`src/hw/rtl/sm3_pkg.sv`:
```
// sm3 hash engine package: constants, types and round functions
package sm3_pkg;

  localparam int unsigned WordW  = 32;
  localparam int unsigned NumCfg = 8;
  localparam int unsigned CfgIdxW = 3;

  localparam logic [31:0] TLow  = 32'h79CC4519;
  localparam logic [31:0] THigh = 32'h7A879D8A;
  localparam logic [7:0]  PadMark = 8'h80;
  localparam logic [5:0]  LenPos = 6'd56;

  localparam logic [31:0] IvReset [8] = '{
    32'h7380166F, 32'h4914B2B9, 32'h172442D7, 32'hDA8A0600,
    32'hA96F30BC, 32'h163138AA, 32'hE38DEE4D, 32'hB0FB0E4E
  };

  typedef enum logic [2:0] {
    StIdle,
    StPad,
    StRound,
    StFold,
    StEmit
  } state_e;

  // input word: one message byte with its flags
  typedef struct packed {
    logic [7:0]  data_byte;
    logic        byte_present;
    logic        is_last;
    logic [63:0] length_bits;
  } msg_item_t;

  // output word: one digest word with its position
  typedef struct packed {
    logic [31:0] digest_word;
    logic [2:0]  word_index;
    logic        last_word;
  } digest_out_t;

  // control from sequencer to round unit
  typedef struct packed {
    logic       load;    // copy chaining value into working words
    logic       step;    // run one round
    logic       fold;    // xor working words into chaining value
    logic [5:0] round;
  } rnd_ctrl_t;

  function automatic logic [31:0] rotl(input logic [31:0] x, input logic [4:0] n);
    logic [63:0] d;
    d = {x, x} << n;
    return d[63:32];
  endfunction

  function automatic logic [31:0] p0(input logic [31:0] x);
    return x ^ rotl(x, 5'd9) ^ rotl(x, 5'd17);
  endfunction

  function automatic logic [31:0] p1(input logic [31:0] x);
    return x ^ rotl(x, 5'd15) ^ rotl(x, 5'd23);
  endfunction

endpackage

```
`src/hw/rtl/sm3_round.sv`:
```
// sm3 round unit: message expansion window, working words and chaining value
module sm3_round (
  input  logic                clk_i,
  input  logic                rst_ni,
  input  sm3_pkg::rnd_ctrl_t  ctrl_i,
  input  logic                init_i,
  input  logic [31:0]         init_cv_i [8],
  input  logic [31:0]         blk_i [16],
  output logic [31:0]         cv_o [8]
);

  logic [31:0] w_q [16];
  logic [31:0] v_q [8];
  logic [31:0] cv_q [8];
  logic [31:0] w_new, t_j, a12, ss1, ss2, ff, gg, tt1, tt2;
  logic        hi;

  // one round per cycle, w window slides by one word
  always_comb begin
    hi    = (ctrl_i.round >= 6'd16);
    w_new = sm3_pkg::p1(w_q[0] ^ w_q[7] ^ sm3_pkg::rotl(w_q[13], 5'd15))
            ^ sm3_pkg::rotl(w_q[3], 5'd7) ^ w_q[10];
    t_j   = sm3_pkg::rotl(hi ? sm3_pkg::THigh : sm3_pkg::TLow, ctrl_i.round[4:0]);
    a12   = sm3_pkg::rotl(v_q[0], 5'd12);
    ss1   = sm3_pkg::rotl(a12 + v_q[4] + t_j, 5'd7);
    ss2   = ss1 ^ a12;
    if (hi) begin
      ff = (v_q[0] & v_q[1]) | (v_q[0] & v_q[2]) | (v_q[1] & v_q[2]);
      gg = (v_q[4] & v_q[5]) | (~v_q[4] & v_q[6]);
    end else begin
      ff = v_q[0] ^ v_q[1] ^ v_q[2];
      gg = v_q[4] ^ v_q[5] ^ v_q[6];
    end
    tt1 = ff + v_q[3] + ss2 + (w_q[0] ^ w_q[4]);
    tt2 = gg + v_q[7] + ss1 + w_q[0];
  end

  // working words and expansion window
  always_ff @(posedge clk_i) begin
    if (ctrl_i.load) begin
      v_q <= cv_q;
      w_q <= blk_i;
    end else if (ctrl_i.step) begin
      v_q[0] <= tt1;
      v_q[1] <= v_q[0];
      v_q[2] <= sm3_pkg::rotl(v_q[1], 5'd9);
      v_q[3] <= v_q[2];
      v_q[4] <= sm3_pkg::p0(tt2);
      v_q[5] <= v_q[4];
      v_q[6] <= sm3_pkg::rotl(v_q[5], 5'd19);
      v_q[7] <= v_q[6];
      for (int i = 0; i < 15; i++) w_q[i] <= w_q[i+1];
      w_q[15] <= w_new;
    end
  end

  // chaining value
  always_ff @(posedge clk_i or negedge rst_ni) begin
    if (!rst_ni) begin
      cv_q <= sm3_pkg::IvReset;
    end else if (init_i) begin
      cv_q <= init_cv_i;
    end else if (ctrl_i.fold) begin
      for (int i = 0; i < 8; i++) cv_q[i] <= cv_q[i] ^ v_q[i];
    end
  end

  assign cv_o = cv_q;

endmodule

```
`config.mk`:
```
export PLATFORM = sky130hd
export DESIGN_NAME = sm3_round
export DESIGN_NICKNAME = d
export VERILOG_FILES = /design/src/hw/rtl/sm3_pkg.sv /design/src/hw/rtl/sm3_round.sv
export SDC_FILE = /design/constraint.sdc
export NUM_CORES = 2
export LEC_CHECK = 0
export BUFFER_PORTS_ARGS = -buffer_cell sky130_fd_sc_hd__buf_2
export CORE_AREA = 4 4 404 406
export DETAILED_ROUTE_END_ITERATION = 7
export DIE_AREA = 0 0 408 410
export MAX_ROUTING_LAYER = met4
export PLACE_DENSITY = 0.62
export SLEW_MARGIN = 20
export SYNTH_ARGS = -nofsm -noshare
export SYNTH_HDL_FRONTEND = slang
export SYNTH_SLANG_ARGS = --single-unit
export TNS_END_PERCENT = 100
```
`constraint.sdc`:
```
create_clock -name clk_i -period 12.02 [get_ports clk_i]
set_input_delay 1.202 -clock clk_i [delete_from_list [all_inputs] [get_ports clk_i]]
set_output_delay 1.202 -clock clk_i [all_outputs]
set_load 0.01 [all_outputs]
```
### After elaboration in Yosys (flattened, before gate mapping)

Cells that the tools add are included.

* add/subtract/negate cells: 8
* magnitude comparators: 1
* shifts and indexed selects: 1
* mux-type cells: 9
* bitwise gates (word level): 31
* reduce and logical (&&, ||, !) cells: 2

Operator list (count)
* $mux 256: 4
* $mux 512: 2
* $xor 32x32->32: 22
* $add 32x32->32: 8
* $and 32x32->32: 5
* $or 32x32->32: 3
* $mux 32: 2
* $shl 63x5->64: 1
* $not 32->32: 1
* $mux 26: 1
* $ge 6x5->1 const B: 1
* $reduce_bool 2->1: 2

* register bits after elaboration: 1024
* bits of input ports: 780
* output and inout bits: 256
* word-level logic and storage cells: 84

### Longest topological paths before layout

* depth in word-level cells: 11
* gate-level depth with buffers: 43
* depth with buffers taken out: 37

### Least setup slack after synthesis

Ideal clock, no wire load.

* path kind: input-to-reg
* start: input port ctrl_i[8] in the netlist's numbering
* end: register v_q (netlist bit a12[0]) (enable)
* library setup time: 0.823 ns
* arrival: 11.224 ns
* data required time: 11.197 ns
* slack: -0.027 ns
* stages on the path: 4
* path buffers: 3
* cells stage by stage: clkbuf_1 -> clkbuf_1 -> buf_1 -> or2_2

* cells in the longest elaborated chain, start to end: 1

RTL lines
* start, declared: RTL line sm3_round.sv:5 `input sm3_pkg::rnd_ctrl_t ctrl_i,`
* $reduce_bool 2->1 (no source line)
* end signal, assigned: RTL line sm3_round.sv:41 `v_q <= cv_q;`
* end, declared: RTL line sm3_round.sv:13 `logic [31:0] v_q [8];`

Every way passes these cells.
A chain may end at the register's enable or synchronous reset.

### Worst setup path after layout

* start: input port ctrl_i[4] in the netlist's numbering
* end: register v_q[99] in the netlist's numbering (data pin)

* cells in the longest elaborated chain, start to end: 10
* elaborated cells between the ends (all ways): 12
* classes of those cells: add/sub: 4; order compare: 1; shift: 1; mux: 4; bitwise: 2

RTL lines
* $ge 6x5->1: RTL line sm3_round.sv:20 `hi = (ctrl_i.round >= 6'd16);`
* $mux 26: RTL line sm3_round.sv:23 `t_j = sm3_pkg::rotl(hi ? sm3_pkg::THigh : sm3_pkg::TLow, ctrl_i.round[4:0]);`
* $shl 63x5->64: RTL line sm3_pkg.sv:51 `d = {x, x} << n;`
* $add 32x32->32: RTL line sm3_round.sv:25 `ss1 = sm3_pkg::rotl(a12 + v_q[4] + t_j, 5'd7);`
* $add 32x32->32 * (2 in series): RTL line sm3_round.sv:35 `tt2 = gg + v_q[7] + ss1 + w_q[0];`
* $xor 32x32->32: RTL line sm3_pkg.sv:56 `return x ^ rotl(x, 5'd9) ^ rotl(x, 5'd17);`
* $xor 32x32->32 *: RTL line sm3_pkg.sv:56
* $mux 256 *: RTL line sm3_round.sv:43 `end else if (ctrl_i.step) begin`
* $mux 256 *: RTL line sm3_round.sv:40 `if (ctrl_i.load) begin`

Every way passes the cells marked *; elsewhere a longest branch is shown, timed or not. The select of a mux whose other input is x is not followed.

==> key figures <==
Floorplanning
  • Rows: 147
  • DIE AREA: 0.167 sq mm
  • Initial Util: 0.371
  • Die X-Extent: 408 um
  • Die H: 410 um
  • Core region area: 0.160 sq mm
  • I/O Pins: 1036

GRT
  • Number of global-route vias before repair: 43400
  • Initial antenna violation count: 75
  • Global-route wire length before repair: 338000 um
  • Largest net degree at the start of global routing: 206
  • Gr usage total: 0.295
  • Total congestion overflow: 0

Finish
  • Cell Count, Final, Fillers Out: 8235
  • Synthesis-to-finish area growth: 19.0%
  • Fill count: 15100
  • Layout Nets: 7064
  • Fin util: 0.442
  • Share of post-route cells with drive strength above 1: 0.332

STA
  • Unrepaired setup endpoints after global routing: no
  • Max Freq: 0.100 GHz
  • Slew Viols, Final: 0
  • Max_slew headroom: 0.289
  • Final hold violations: 0
  • Hold_ws: 0.426 ns
  • Minimum clock period: 9.98 ns
  • Setup TNS: 0 ns
  • Clock Skew: 0.0754 ns
  • Final Setup Violations: 0
  • Measured slew at the worst slew-check pin: 1.07 ns
  • Crit share post-route: 0.830

Clock network
  • CTS tree: built
  • Post-CTS sizing: 0
  • CTS max path bufs: 3
  • Worst skew pair latency: 0.78 ns
  • Clock-pin slew on the worst setup and hold paths: 0.06 ns
  • Number of hold buffers added after cts: 0
  • Root buffer cell: clkbuf_16
  • Sink Count: 1024
  • Post-CTS setup buffer count: 0
  • CTS H-Tree Depth: 3
  • TritonCTS Buffers: 115

Run status
  • Status: finished, final reports clean

Routing
  • DR DRC count: 0
  • Vias: 43800
  • Detailed Route WL: 248000 um
  • Routed len/inst: 30.1 um
  • Routed Antenna Nets: 0
  • Initial DRC Count: 4510
  • Initial DRT Pass Iterations: 6
  • Via density: 5.32

Logic synthesis
  • Top-area cell type share of the netlist area: 0.389
  • Seq/Total Area, Yosys: 0.499
  • Yosys reg bits: 1024
  • Most common cell in the netlist: edfxtp_1
  • Synth Area per Inst: 11.7 sq um
  • Ys async rst share: 0.250
  • Largest area contributor in the netlist: edfxtp_1
  • Library cells used by synthesis: 83
  • Synth area leaders: edfxtp_1, mux2_2, fa_1
  • Top post-synthesis cells by count: edfxtp_1, nand2_1, mux2_2, o21ai_0, xor2_1
  • EDFF count, synth: 768
  • Mapped Cells: 5054
  • Synth Flop Type: edfxtp_1
  • Mapped cell area: 0.0593 sq mm
  • Mapped Nets: 6122
  • Ys Warns: 0

Placed design
  • Hpwl dp: 201000 um
  • Port Buffers: 1035
  • GP Congestion: 1.02
  • Dpl cells: 7964

Worst setup path
  • Crit Path Category: input port to flop
  • Crit path required time: 12.45 ns
  • CP peak stage delay: 0.55 ns
  • Worst setup EP type: flop
  • Critical path launch point type: input port
  • CP Data Arrival Time: 10.41 ns
  • Critical path's slowest cell: xnor2_1
  • Max FO, Critical Path: 21

Run
  • Max cap viols: 0

Min path
  • Min-Delay Path Class: input port to asynchronous set/reset pin
kinds of logic (layout without fill, tap and decap cells):
logic type      after synthesis  count (layout)  share of synthesized area
compound gates              808             808                     0.0774
fa+ha+maj                   289             289                     0.0847
xor+xnor                    681             681                      0.103
flops                      1024            1024                      0.499
other cells                   0              55                          0
mux                         710             710                      0.133
simple gates               1012            1012                     0.0691
buf+inv                     530            1570                     0.0337
path summary, 6_finish.rpt:
path / slack [ns] / startpoint / cells after the start / to
worst min register to register: 0.54 / w_q[479] / 1 / w_q[511]
worst max-delay path: 2.04 / ctrl_i[4] / 31 / v_q[99]
worst min-delay path: 0.43 / rst_ni / 1 / cv_o[4]
worst max register to register: 3.63 / a12[1] / 23 / v_q[99]
min in group clk_i: 0.54 / w_q[479] / 1 / w_q[511]
max in group asynchronous: 10.26 / rst_ni / 2 / cv_o[49]
area by class of cell:
cell class	instances	area (sq um)	area share
tap	2086	2610	0.0370
sequential	1024	29600	0.419
antenna	55	138	0.00195
clock inverter	63	673	0.00953
clock buffer	152	3170	0.0449
inverter	291	1090	0.0155
timing repair buffer	1064	5580	0.0790
multi-input combinational	3500	27700	0.393
state kept, by name, summed over array words and instances (netlist names):
| name | flops |
|---|---|
| cv_o | 256 |
| w_q | 512 |
| a12 | 32 |
| v_q | 224 |
cell usage in the layout, fill, tap and decap left out, types with 41 or more instances in the layout:
cell type / n
mux2i_1: 69
nand2_1: 763
fa_1: 188
buf_2: 1031
ha_1: 100
nand3_1: 44
nor2_1: 111
edfxtp_1: 768
dfstp_2: 119
o21ai_0: 513
mux2_2: 641
clkbuf_16: 117
xor2_1: 345
inv_1: 289
xnor2_1: 326
dfrtp_1: 137
a21oi_1: 116
a21o_1: 41
diode_2: 55
per-layer routing:
layer	part of all wire	up-vias	track usage	wire length (um)
li1	-	19500	-	-
met1	0.39	22100	0.351	95500
met2	0.50	1837	0.497	123000
met3	0.075	380	0.0620	18500
met4	0.042	0	0.100	10500
met5	0	-	-	0
worst max-delay path, delay by kind of cell:
kind | cells | cell delay, ns
adders and majority gates | 7 | 2.91
AOI/OAI and AO/OA | 14 | 3.32
xor gates and xnor gates | 3 | 1.23
buffers and inverters | 2 | 0.50
and+or+nand+nor | 3 | 0.69
muxes | 2 | 0.57
through the flow:
stage          cell area (sq um)  setup slack [ns]
5_1_grt                    70600              1.54
6_report                   70600              2.04
3_5_place_dp               66600              1.28
4_1_cts                    70400              2.09
2_1_floorplan              59300              2.11
3_3_place_gp               66600              1.37
Power is left out: the tool's default activity adds up to more than one toggle a clock period on the data nets, which glitch-free logic cannot reach.
